==> src/rtl/swmm_pkg.sv <==
// ---------------------------------------------------------------------------
// swmm_pkg
// Shared widths, register map, controller states and command/status types.
// ---------------------------------------------------------------------------
package swmm_pkg;

  localparam int SAMPLE_W       = 16;
  localparam int HIGH_W         = 15;
  localparam int LEN_REG_W      = 8;
  localparam int WINDOW_MAX_DEF = 128;
  localparam int WIN_LEN_MIN    = 2;

  localparam logic [LEN_REG_W-1:0] WIN_LEN_RESET = 8'd60;

  // APB map: one 32-bit register per word, index taken from paddr[2]
  localparam int APB_ADDR_W = 3;
  localparam int APB_DATA_W = 32;
  localparam logic REG_IDX_WINDOW_LEN = 1'b0;

  localparam int OUT_W = 64;

  typedef enum logic [2:0] {
    ST_IDLE,
    ST_SHIFT,
    ST_LAST,
    ST_START,
    ST_DIV,
    ST_OUT
  } state_t;

  typedef struct packed {
    logic load;       // take the new sample, latch window length, clear stats
    logic step;       // advance the window sweep by one entry
    logic put_new;    // store the new sample at the window end
    logic div_start;  // launch the mean division
    logic out_load;   // load the result register
  } cmd_t;

  typedef struct packed {
    logic shift_done;
    logic div_done;
    logic out_free;
  } stat_t;

endpackage

==> src/rtl/swmm_ram.sv <==
// ---------------------------------------------------------------------------
// swmm_ram
// Generic single-write, single-read RAM with registered read data.
// ---------------------------------------------------------------------------
module swmm_ram #(
  parameter int WIDTH = 16,
  parameter int DEPTH = 128
) (
  input  logic                     clk,
  input  logic                     we,
  input  logic [$clog2(DEPTH)-1:0] waddr,
  input  logic [WIDTH-1:0]         wdata,
  input  logic [$clog2(DEPTH)-1:0] raddr,
  output logic [WIDTH-1:0]         rdata
);

  logic [WIDTH-1:0] mem [DEPTH];

  always_ff @(posedge clk) begin
    if (we) begin
      mem[waddr] <= wdata;
    end
    rdata <= mem[raddr];
  end

endmodule

==> src/rtl/swmm_div.sv <==
// ---------------------------------------------------------------------------
// swmm_div
// Restoring unsigned divider, one quotient bit per cycle.
// ---------------------------------------------------------------------------
module swmm_div #(
  parameter int DVD_W = 24,
  parameter int DVS_W = 8
) (
  input  logic             clk,
  input  logic             rst,
  input  logic             start,
  input  logic [DVD_W-1:0] dividend,
  input  logic [DVS_W-1:0] divisor,
  output logic             done,
  output logic [DVD_W-1:0] quotient
);

  localparam int CNT_W = $clog2(DVD_W + 1);

  logic             busy;
  logic [CNT_W-1:0] cnt;
  logic [DVS_W-1:0] rem;
  logic [DVS_W-1:0] dvs;
  logic [DVS_W:0]   shifted;
  logic [DVS_W:0]   diff;
  logic             fits;

  assign shifted = {rem, quotient[DVD_W-1]};
  assign diff    = shifted - {1'b0, dvs};
  assign fits    = shifted >= {1'b0, dvs};

  always_ff @(posedge clk) begin
    if (rst) begin
      busy <= 1'b0;
      done <= 1'b0;
    end else begin
      done <= 1'b0;
      if (start) begin
        busy <= 1'b1;
      end else if (busy && cnt == CNT_W'(1)) begin
        busy <= 1'b0;
        done <= 1'b1;
      end
    end
  end

  always_ff @(posedge clk) begin
    if (start) begin
      quotient <= dividend;
      rem      <= '0;
      dvs      <= divisor;
      cnt      <= CNT_W'(DVD_W);
    end else if (busy) begin
      rem      <= fits ? diff[DVS_W-1:0] : shifted[DVS_W-1:0];
      quotient <= {quotient[DVD_W-2:0], fits};
      cnt      <= cnt - CNT_W'(1);
    end
  end

endmodule

==> src/rtl/swmm_dp.sv <==
// ---------------------------------------------------------------------------
// swmm_dp
// Window memory sweep, running min/max/sum, mean divider and result register.
// ---------------------------------------------------------------------------
module swmm_dp #(
  parameter int WINDOW_MAX = swmm_pkg::WINDOW_MAX_DEF
) (
  input  logic                             clk,
  input  logic                             rst,
  input  swmm_pkg::cmd_t                   cmd,
  output swmm_pkg::stat_t                  stat,
  input  logic [swmm_pkg::LEN_REG_W-1:0]   window_len,
  input  logic [swmm_pkg::SAMPLE_W-1:0]    sample,
  output logic                             m_tvalid,
  input  logic                             m_tready,
  output logic [swmm_pkg::OUT_W-1:0]       m_tdata
);

  localparam int ADDR_W = $clog2(WINDOW_MAX);
  localparam int LEN_W  = $clog2(WINDOW_MAX + 1);
  localparam int SUM_W  = swmm_pkg::SAMPLE_W + LEN_W;
  localparam int SW     = swmm_pkg::SAMPLE_W;

  logic [SW-1:0]           sample_q;
  logic [LEN_W-1:0]        n_q;
  logic [LEN_W-1:0]        n_eff;
  logic [LEN_W-1:0]        rd_addr;
  logic [LEN_W-1:0]        rd_addr_m1;
  logic [LEN_W-1:0]        last_idx;
  logic                    p_valid;
  logic [ADDR_W-1:0]       p_waddr;
  logic [LEN_W-1:0]        fill;
  logic                    rd_vld_q;
  logic signed [SW-1:0]    lo;
  logic signed [SW-1:0]    hi;
  logic signed [SUM_W-1:0] sum;
  logic                    neg_q;
  logic                    issue;
  logic                    we;
  logic [ADDR_W-1:0]       waddr;
  logic [ADDR_W-1:0]       raddr;
  logic [SW-1:0]           ram_rdata;
  logic [SW-1:0]           rd_word;
  logic signed [SW-1:0]    fold_v;
  logic [SUM_W-1:0]        sum_mag;
  logic [SUM_W-1:0]        quo;
  logic [SUM_W-1:0]        quo_signed;
  logic                    div_done;

  // clamp the configured length into 2..WINDOW_MAX
  always_comb begin
    if (int'(window_len) < swmm_pkg::WIN_LEN_MIN) begin
      n_eff = LEN_W'(swmm_pkg::WIN_LEN_MIN);
    end else if (int'(window_len) > WINDOW_MAX) begin
      n_eff = LEN_W'(WINDOW_MAX);
    end else begin
      n_eff = LEN_W'(window_len);
    end
  end

  assign issue      = cmd.step && (rd_addr < n_q);
  assign rd_addr_m1 = rd_addr - LEN_W'(1);
  assign last_idx   = n_q - LEN_W'(1);
  assign raddr      = rd_addr[ADDR_W-1:0];
  assign rd_word    = rd_vld_q ? ram_rdata : '0;

  assign we     = (cmd.step && p_valid) || cmd.put_new;
  assign waddr  = cmd.put_new ? last_idx[ADDR_W-1:0] : p_waddr;
  assign fold_v = cmd.put_new ? $signed(sample_q) : $signed(rd_word);

  swmm_ram #(
    .WIDTH (SW),
    .DEPTH (WINDOW_MAX)
  ) u_ram (
    .clk   (clk),
    .we    (we),
    .waddr (waddr),
    .wdata (fold_v),
    .raddr (raddr),
    .rdata (ram_rdata)
  );

  // entries never written read as zero: every sample writes entries 0..N-1,
  // so the written part is always the prefix below the largest N used
  always_ff @(posedge clk) begin
    if (rst) begin
      fill <= '0;
    end else if (cmd.put_new && (n_q > fill)) begin
      fill <= n_q;
    end
  end

  always_ff @(posedge clk) begin
    rd_vld_q <= (rd_addr < fill);
  end

  always_ff @(posedge clk) begin
    if (rst) begin
      p_valid <= 1'b0;
    end else if (cmd.load) begin
      p_valid <= 1'b0;
    end else begin
      p_valid <= issue;
    end
  end

  always_ff @(posedge clk) begin
    if (cmd.load) begin
      sample_q <= sample;
      n_q      <= n_eff;
      rd_addr  <= LEN_W'(1);
      lo       <= '0;
      hi       <= '0;
      sum      <= '0;
    end else begin
      if (issue) begin
        rd_addr <= rd_addr + LEN_W'(1);
        p_waddr <= rd_addr_m1[ADDR_W-1:0];
      end
      if (we) begin
        if (fold_v < lo) begin
          lo <= fold_v;
        end
        if (fold_v > hi) begin
          hi <= fold_v;
        end
        sum <= sum + SUM_W'(fold_v);
      end
    end
  end

  assign sum_mag = sum[SUM_W-1] ? SUM_W'(-sum) : SUM_W'(sum);

  always_ff @(posedge clk) begin
    if (cmd.div_start) begin
      neg_q <= sum[SUM_W-1];
    end
  end

  swmm_div #(
    .DVD_W (SUM_W),
    .DVS_W (LEN_W)
  ) u_div (
    .clk      (clk),
    .rst      (rst),
    .start    (cmd.div_start),
    .dividend (sum_mag),
    .divisor  (n_q),
    .done     (div_done),
    .quotient (quo)
  );

  // truncate toward zero: divide the magnitude, restore the sign
  assign quo_signed = neg_q ? (~quo + SUM_W'(1)) : quo;

  always_ff @(posedge clk) begin
    if (rst) begin
      m_tvalid <= 1'b0;
    end else if (cmd.out_load) begin
      m_tvalid <= 1'b1;
    end else if (m_tready) begin
      m_tvalid <= 1'b0;
    end
  end

  always_ff @(posedge clk) begin
    if (cmd.out_load) begin
      m_tdata <= {1'b0, quo_signed[SW-1:0], hi[swmm_pkg::HIGH_W-1:0], lo, sample_q};
    end
  end

  assign stat.shift_done = !(rd_addr < n_q) && !p_valid;
  assign stat.div_done   = div_done;
  assign stat.out_free   = !m_tvalid || m_tready;

endmodule

==> src/rtl/swmm_ctrl.sv <==
// ---------------------------------------------------------------------------
// swmm_ctrl
// Sequencer: accept, sweep the window, store the sample, divide, deliver.
// ---------------------------------------------------------------------------
module swmm_ctrl (
  input  logic            clk,
  input  logic            rst,
  input  logic            s_tvalid,
  output logic            s_tready,
  input  swmm_pkg::stat_t stat,
  output swmm_pkg::cmd_t  cmd
);

  swmm_pkg::state_t state;
  swmm_pkg::state_t state_next;

  always_ff @(posedge clk) begin
    if (rst) begin
      state <= swmm_pkg::ST_IDLE;
    end else begin
      state <= state_next;
    end
  end

  always_comb begin
    state_next = state;
    case (state)
      swmm_pkg::ST_IDLE: begin
        if (s_tvalid) begin
          state_next = swmm_pkg::ST_SHIFT;
        end
      end
      swmm_pkg::ST_SHIFT: begin
        if (stat.shift_done) begin
          state_next = swmm_pkg::ST_LAST;
        end
      end
      swmm_pkg::ST_LAST: begin
        state_next = swmm_pkg::ST_START;
      end
      swmm_pkg::ST_START: begin
        state_next = swmm_pkg::ST_DIV;
      end
      swmm_pkg::ST_DIV: begin
        if (stat.div_done) begin
          state_next = swmm_pkg::ST_OUT;
        end
      end
      swmm_pkg::ST_OUT: begin
        if (stat.out_free) begin
          state_next = swmm_pkg::ST_IDLE;
        end
      end
      default: begin
        state_next = swmm_pkg::ST_IDLE;
      end
    endcase
  end

  always_comb begin
    cmd      = '0;
    s_tready = 1'b0;
    case (state)
      swmm_pkg::ST_IDLE: begin
        s_tready = 1'b1;
        cmd.load = s_tvalid;
      end
      swmm_pkg::ST_SHIFT: begin
        cmd.step = 1'b1;
      end
      swmm_pkg::ST_LAST: begin
        cmd.put_new = 1'b1;
      end
      swmm_pkg::ST_START: begin
        cmd.div_start = 1'b1;
      end
      swmm_pkg::ST_DIV: begin
        cmd = '0;
      end
      swmm_pkg::ST_OUT: begin
        cmd.out_load = stat.out_free;
      end
      default: begin
        cmd = '0;
      end
    endcase
  end

endmodule

==> src/rtl/sliding_window_min_max_mean.sv <==
// ---------------------------------------------------------------------------
// sliding_window_min_max_mean
// Sliding window minimum, maximum and truncated mean of signed samples.
// ---------------------------------------------------------------------------
// Each transfer on the input stream carries one signed 16-bit sample. The
// window is the last N samples, N being window_len clamped to 2..WINDOW_MAX
// (values 0 and 1 act as 2). Per sample the block shifts entries 1..N-1 of
// the window memory down by one place, stores the sample at entry N-1 and
// returns the sample, min and max of the window (both taken together with
// zero, so low_bound <= 0 <= high_bound) and the window sum divided by N,
// truncated toward zero. Entries at N and above keep their values and come
// back if N is raised later. The window memory reads as all zeros after
// reset through a fill mark (entries at and above the largest N used so far
// read as zero), so there is no clearing pass and the block takes a sample
// in the first cycle after reset. The block takes no new sample until
// the result of the last one is loaded into the output register: the
// sweep moves one entry per cycle through the single read and write port
// of the window memory, and the mean comes from a divider that yields one
// quotient bit per cycle over the SUM_W = 16 + clog2(WINDOW_MAX + 1) bit
// sum. A finished result waits in the output register while the next
// sample is taken. Write window_len only while no sample is in flight.
// ---------------------------------------------------------------------------
module sliding_window_min_max_mean #(
  parameter int WINDOW_MAX = swmm_pkg::WINDOW_MAX_DEF
) (
  input  logic                              clk,
  input  logic                              rst,
  // APB configuration port
  input  logic                              psel,
  input  logic                              penable,
  input  logic                              pwrite,
  input  logic [swmm_pkg::APB_ADDR_W-1:0]   paddr,
  input  logic [swmm_pkg::APB_DATA_W-1:0]   pwdata,
  output logic [swmm_pkg::APB_DATA_W-1:0]   prdata,
  output logic                              pready,
  // sample stream in
  input  logic                              s_tvalid,
  output logic                              s_tready,
  input  logic [swmm_pkg::SAMPLE_W-1:0]     s_tdata,  // [15:0] sample
  // result stream out
  output logic                              m_tvalid,
  input  logic                              m_tready,
  output logic [swmm_pkg::OUT_W-1:0]        m_tdata   // [15:0] newest, [31:16] low_bound,
                                                      // [46:32] high_bound, [62:47] mean,
                                                      // [63] zero
);

  logic [swmm_pkg::LEN_REG_W-1:0] window_len;
  logic                           reg_sel;
  swmm_pkg::cmd_t                 cmd;
  swmm_pkg::stat_t                stat;

  // register index is the word address; only word 0 exists
  assign reg_sel = (paddr[2] == swmm_pkg::REG_IDX_WINDOW_LEN);
  assign pready  = 1'b1;

  // write completes in the access phase
  always_ff @(posedge clk) begin
    if (rst) begin
      window_len <= swmm_pkg::WIN_LEN_RESET;
    end else if (psel && penable && pwrite && pready && reg_sel) begin
      window_len <= pwdata[swmm_pkg::LEN_REG_W-1:0];
    end
  end

  assign prdata = reg_sel ? swmm_pkg::APB_DATA_W'(window_len) : '0;

  swmm_ctrl u_ctrl (
    .clk      (clk),
    .rst      (rst),
    .s_tvalid (s_tvalid),
    .s_tready (s_tready),
    .stat     (stat),
    .cmd      (cmd)
  );

  swmm_dp #(
    .WINDOW_MAX (WINDOW_MAX)
  ) u_dp (
    .clk        (clk),
    .rst        (rst),
    .cmd        (cmd),
    .stat       (stat),
    .window_len (window_len),
    .sample     (s_tdata),
    .m_tvalid   (m_tvalid),
    .m_tready   (m_tready),
    .m_tdata    (m_tdata)
  );

endmodule

==> config.mk <==
export PLATFORM = sky130hd
export DESIGN_NAME = sliding_window_min_max_mean
export DESIGN_NICKNAME = d
export VERILOG_FILES = /design/src/rtl/swmm_pkg.sv /design/src/rtl/swmm_ram.sv /design/src/rtl/swmm_div.sv /design/src/rtl/swmm_dp.sv /design/src/rtl/swmm_ctrl.sv /design/src/rtl/sliding_window_min_max_mean.sv
export SDC_FILE = /design/constraint.sdc
export NUM_CORES = 2
export LEC_CHECK = 0
export BUFFER_PORTS_ARGS = -buffer_cell sky130_fd_sc_hd__buf_2
export CAP_MARGIN = 20
export CORE_AREA = 2 2 393 472
export DETAILED_ROUTE_END_ITERATION = 8
export DIE_AREA = 0 0 395 474
export GPL_TIMING_DRIVEN = 0
export PLACE_DENSITY = 0.65
export SYNTH_ARGS = -nofsm -noshare
export SYNTH_HDL_FRONTEND = slang
export SYNTH_HIERARCHICAL = 1
export SYNTH_SLANG_ARGS = --single-unit
==> constraint.sdc <==
create_clock -name clk -period 20.3 [get_ports clk]
set_input_delay 3.045 -clock clk [delete_from_list [all_inputs] [get_ports clk]]
set_output_delay 3.045 -clock clk [all_outputs]
set_load 0.1 [all_outputs]
# --- Word level (Yosys, flattened, before mapping) ---
# Memory sizes are Yosys's and may differ from the RTL's. A register that Yosys moved wholly into a read port is not among the register bits.
# Cells that the tools add are included.
classes:
  add_sub_neg: 8
  n_lt_le_gt_ge: 8
  n_eq_ne: 10
  mux: 28
  n_bitwise: 3
  n_reduce_logical: 24
op_table:
  columns: ["op", "count"]
  rows:
  - ["2-to-1 mux 24 bit", 3]
  - ["2-to-1 mux 16 bit", 3]
  - ["adder 24 x 16 -> 24 bit", 1]
  - ["2-to-1 mux 8 bit", 3]
  - ["negation 24 bit", 1]
  - ["one-hot mux 3 bit (6 select lines)", 1]
  - ["adder 16 x 1 -> 16 bit, second input constant", 1]
  - ["> comparator 16 bit", 1]
  - ["< comparator 16 bit", 1]
  - ["< comparator 8 bit", 2]
  - ["NOT 16 bit", 1]
  - ["subtractor 7 x 1 -> 7 bit, second input constant", 2]
  - ["2-to-1 mux 1 bit", 13]
  - ["2-to-1 mux 3 bit", 4]
  - ["greater-or-equal comparator 9 x 8 -> 1 bit", 1]
  - ["adder 8 x 1 -> 8 bit, second input constant", 1]
  - ["> comparator 8 bit", 1]
  - ["> comparator 8 bit, second input constant", 1]
  - ["logical AND 1 bit", 8]
  - ["< comparator 8 x 2 -> 1 bit, second input constant", 1]
  - ["subtractor 8 bit", 1]
  - ["2-to-1 mux 7 bit", 1]
  - ["equality test 3 x 2 -> 1 bit, second input constant", 2]
  - ["equality test 3 bit, second input constant", 2]
  - ["other kinds (13)", 25]
totals:
  register_bits: 228
  ramBits: 2048
  inputBits: 58
  mem_count: 1
memory_table:
  columns: ["name", "depth", "word_bits", "rd", "rd_ports_with_merged_regs", "write_ports", "line_no", "text"]
  rows:
  - ["u_dp.u_ram.mem", 128, 16, 1, 1, 1, "swmm_ram.sv:17", "logic [WIDTH-1:0] mem [DEPTH];"]

# --- Longest topological paths before layout ---
depth:
  depth_word: 6
  mapped_depth: 14
  ltp_nobuf: 13

# --- Hierarchy ---
# The synthesis kept the hierarchy.
modules_own_cells:
  columns: ["module", "instances", "cells_per_inst", "area_each_um2", "seq_area_each_um2"]
  rows:
  - ["swmm_ram", 1, 3086, 78522.8, 61819.3]
  - ["swmm_dp", 1, 883, 9201.3, 4354.2]
  - ["swmm_div", 1, 183, 2292.2, 1261.2]
  - ["sliding_window_min_max_mean", 1, 70, 610.6, 160.2]
  - ["swmm_ctrl", 1, 23, 209.0, 60.1]

# --- Least setup slack after synthesis ---
# No wires, ideal clock.
synth_timing:
  path_type: "register to register"
  startpoint: "register u_ctrl.state[1]"
  endpoint: "register u_dp.sum[23]"
  setup_time_ns: 0.070
  arrival_time_ns: 8.792
  path_slack_ns: 11.437
  path_stages_with_launch: 11
  path_buffers: 0
  synth_period_minus_slack_ns: 8.863
  cell_sequence: "dfxtp_1 nor3b_1 o21ai_0 ha_1 a21o_1 o21bai_1 a22oi_1 o211a_1 xor2_1 or3_1 a21oi_1"
synth_lines:
  columns: ["item", "line_no", "text"]
  rows:
  - ["start: declaration", "swmm_ctrl.sv:14", "swmm_pkg::state_t state;"]
  - ["start signal: assignment", "swmm_ctrl.sv:19", "state <= swmm_pkg::ST_IDLE;"]
  - ["start signal: assignment", "swmm_ctrl.sv:21", "state <= state_next;"]
  - ["end signal: assignment", "swmm_dp.sv:127", "sum <= sum + SUM_W'(fold_v);"]
  - ["end: declaration", "swmm_dp.sv:36", "logic signed [SUM_W-1:0] sum;"]

# --- Final worst setup path ---
layout_timing:
  startpoint: "input port paddr[2] (netlist bit)"
  endpoint: "output port prdata[1] (netlist bit)"
layout_via:
  elab_chain_cells: 1
layout_rtl:
  columns: ["item", "line_no", "text"]
  rows:
  - ["start: declaration", "sliding_window_min_max_mean.sv:32", "input logic [swmm_pkg::APB_ADDR_W-1:0] paddr,"]
  - ["2-to-1 mux 8 bit", "sliding_window_min_max_mean.sv:66", "assign prdata = reg_sel ? swmm_pkg::APB_DATA_W'(window_len) : '0;"]
  - ["end: declaration", "sliding_window_min_max_mean.sv:34", "output logic [swmm_pkg::APB_DATA_W-1:0] prdata,"]
# Every way passes these cells.

==> metrics.txt <==
Worst slew margin 15.4%; initial antenna violation count 15; RSZ-0062 raised after global routing no; wire length of the first global-routing pass 322,000 um; Top Ports 157; GRT overflow 0; top-area cell type share of the netlist area 71.9%; number of port buffers roughly 100; commonest non-fill, non-tap cell in the layout edfxtp_1; Setup violations, final 0; Initial DRC Count 5,016; DRT antenna net count 0; die height about 470 um; H-tree Lvls 4; GRT Total Usage 24.2%; Pins Over Slew Limit 0; worst-path fanout max 9; CTS tree yes; largest net degree at the start of global routing a little over 80; Gate Count Post-Synth ~4,200; Inst Count DP 6,958; period utilisation layout 33.8%; slew of the pin with the lowest slew margin 1.27 ns; origin of the critical flop-to-flop path u_ctrl/state[1]$_SDFFE_PP0P_; core area between 150,000 and 200,000 sq um; WL final 225,000 um; Final nets 4,894; CP max-delay cell buf_2; Final Instance Area ~100,000 sq um; die width about 400 um; Largest stage delay, worst path 0.42 ns; Placer Congestion between 0.8 and 0.9; Pre-antenna DRT Iters 5; Post-Syn Area per Cell approximately 21 sq um; clk_lat worst skew 0.88 ns; share of cells above drive strength 1 31.5%; number of global-route vias before repair approximately 44,000; DP HPWL 155,000 um; CTS root buf clkbuf_16; largest area contributor in the netlist edfxtp_1; placed cell areas 97,500 sq um; CTS buffer count 216; outcome completed; Worst Setup Path Type input pin to output port; Final Hold Viols 0; Crit Reg-Reg Endpoint u_dp/u_ram/mem[45][8]$_DFFE_PP_; Crit. End Element output port; Setup crit start paddr[2]; Lkg Pwr about 34 nW; Initial Util 49.7%; Final Non-Filler Cells roughly 7,400; synthesized flop and latch total 2,292; fillers 13,200; fmax 146 MHz; ys async rst share 0%; Peak supply drop 105 uV; clock tree buffer depth 3; Layout Skew 0.0568 ns; Syn Std Cell Area 90,800 sq um; most frequent cells in the layout edfxtp_1, mux4_2, clkbuf_16; clock slew at reported path FFs 0.06 ns; drt drc 0; Final min period 6.86 ns; die footprint 187,000 sq um; PD cells 123 nW/um^2; Critical Path AT 3.82 ns; Main synth FF type edfxtp_1; Setup Buffers After CTS 0; via count 44,600; Reg2Reg Depth 12; max cap viols 0; crit path to prdata[1]; post-DR vias/cell 6.05; Num Clock Sinks 2,292; post-cts resize count 0; Hold Slack 0.432 ns; critical-path cell list buf_2, and2b_2, buf_2; Post-synth EDFFs 2,175; row count about 170; worst min path class register to register; R2R setup slack 13.72 ns; Area contributors post-synth edfxtp_1, mux4_2, dfxtp_1; CP Launch Type input pin; setup_tns 0 ns; post-synth cell types 84; Crit path top cell by count buf_2; cts hold-fix bufs 0; Seq/Total Area, Yosys 74.5%; routed wire length per instance 30.6 um; WP data required 17.26 ns; YS warnings 6; P&R area growth vs syn 15.1%
## worst max-delay path: cells and delay by family
family	cells	cell delay (ns)
buffers and inverters	2	0.56
and+or+nand+nor	1	0.21
## where the power goes
group / internal (mW) / total [mW] / switching (mW) / leakage [nW]
Combinational: 1.14 / 3.05 / 1.91 / 9.41
Clock: 2.25 / 4.00 / 1.74 / 3.41
Sequential: 5.73 / 5.80 / 0.0689 / 20.9
## how the worst min path moves through the flow
| stage | slack (ns) | start | endpoint | cells past startpoint |
|---|---|---|---|---|
| 3_3_place_gp | 0.42 | u_dp/hi[1]$_SDFFE_PP0P_ | u_dp/m_tdata[33]$_DFFE_PP_ | 0 |
| 2_1_floorplan | 0.41 | u_dp/hi[1]$_SDFFE_PP0P_ | u_dp/m_tdata[33]$_DFFE_PP_ | 0 |
| 3_5_place_dp | 0.42 | u_dp/hi[4]$_SDFFE_PP0P_ | u_dp/m_tdata[36]$_DFFE_PP_ | 0 |
| 4_1_cts | 0.44 | u_dp/hi[4]$_SDFFE_PP0P_ | u_dp/m_tdata[36]$_DFFE_PP_ | 0 |
| 5_1_grt | 0.44 | u_dp/hi[1]$_SDFFE_PP0P_ | u_dp/m_tdata[33]$_DFFE_PP_ | 0 |
| 6_report | 0.43 | u_dp/hi[1]$_SDFFE_PP0P_ | u_dp/m_tdata[33]$_DFFE_PP_ | 0 |
## cells by family after synthesis
family	synth area share (%)
AOI/OAI and AO/OA	1.83
adders and majority gates	1.28
and+or+nand+nor	2.50
buffers and inverters	1.51
muxes	17.6
other	0.0124
xor gates and xnor gates	0.742
DFF	74.5
## layer usage
layer	vias to the layer above	routed length, um	track usage, %
met5	-	337	0
met4	8	10800	10.7
met3	405	18800	5.13
met2	1858	109000	39.0
met1	23700	86300	32.1
li1	18600	-	-
## flip-flops by register name (all words and copies together), names as in the netlist
register	cells
u_dp/neg_q	1
u_dp/sample_q	16
u_dp/u_div/dvs	8
u_dp/rd_vld_q	1
u_dp/p_valid	1
u_dp/m_tdata	63
window_len	8
u_dp/u_div/rem	8
u_dp/u_div/cnt	5
u_dp/sum	24
u_dp/u_ram/mem	2048
u_dp/u_div/done	1
u_ctrl/state	3
u_dp/u_div/busy	1
u_dp/rd_addr	8
u_dp/m_tvalid	1
u_dp/n_q	8
u_dp/lo	16
u_dp/p_waddr	7
u_dp/u_div/quotient	24
u_dp/hi	16
u_dp/u_ram/rdata	16
u_dp/fill	8
## through the flow
| step | utilization [%] | worst slack (ns) | total power [mW] |
|---|---|---|---|
| after floorplan | - | 11.44 | 7.75 |
| after global placement | 51.7 | 4.19 | 8.90 |
| after detailed placement | 53.4 | 13.43 | 8.96 |
| after CTS | 57.2 | 13.43 | 12.9 |
| after global routing | 57.2 | 13.42 | 13.3 |
| final | 57.2 | 13.44 | 12.9 |
## cell usage after synthesis (42+ instances only)
cell,instances
edfxtp_1,2175
mux4_2,672
nor2_1,222
dfxtp_1,117
clkbuf_1,109
ha_1,90
nand2_1,89
inv_1,83
a21oi_1,55
buf_2,54
xnor2_1,53
mux2_2,42
## layout make-up
class / count / area, sq um / area share (%)
sequential: 2292 / 67700 / 64.7
multi-input combinational: 1667 / 22400 / 21.4
clock buffer: 276 / 5730 / 5.48
timing repair buffer: 258 / 3080 / 2.94
tap: 2436 / 3050 / 2.91
clock inverter: 128 / 1280 / 1.22
buffer: 226 / 1070 / 1.02
inverter: 83 / 312 / 0.298
antenna: 8 / 20.0 / 0.0191
Power figures use the tool's default switching activity.
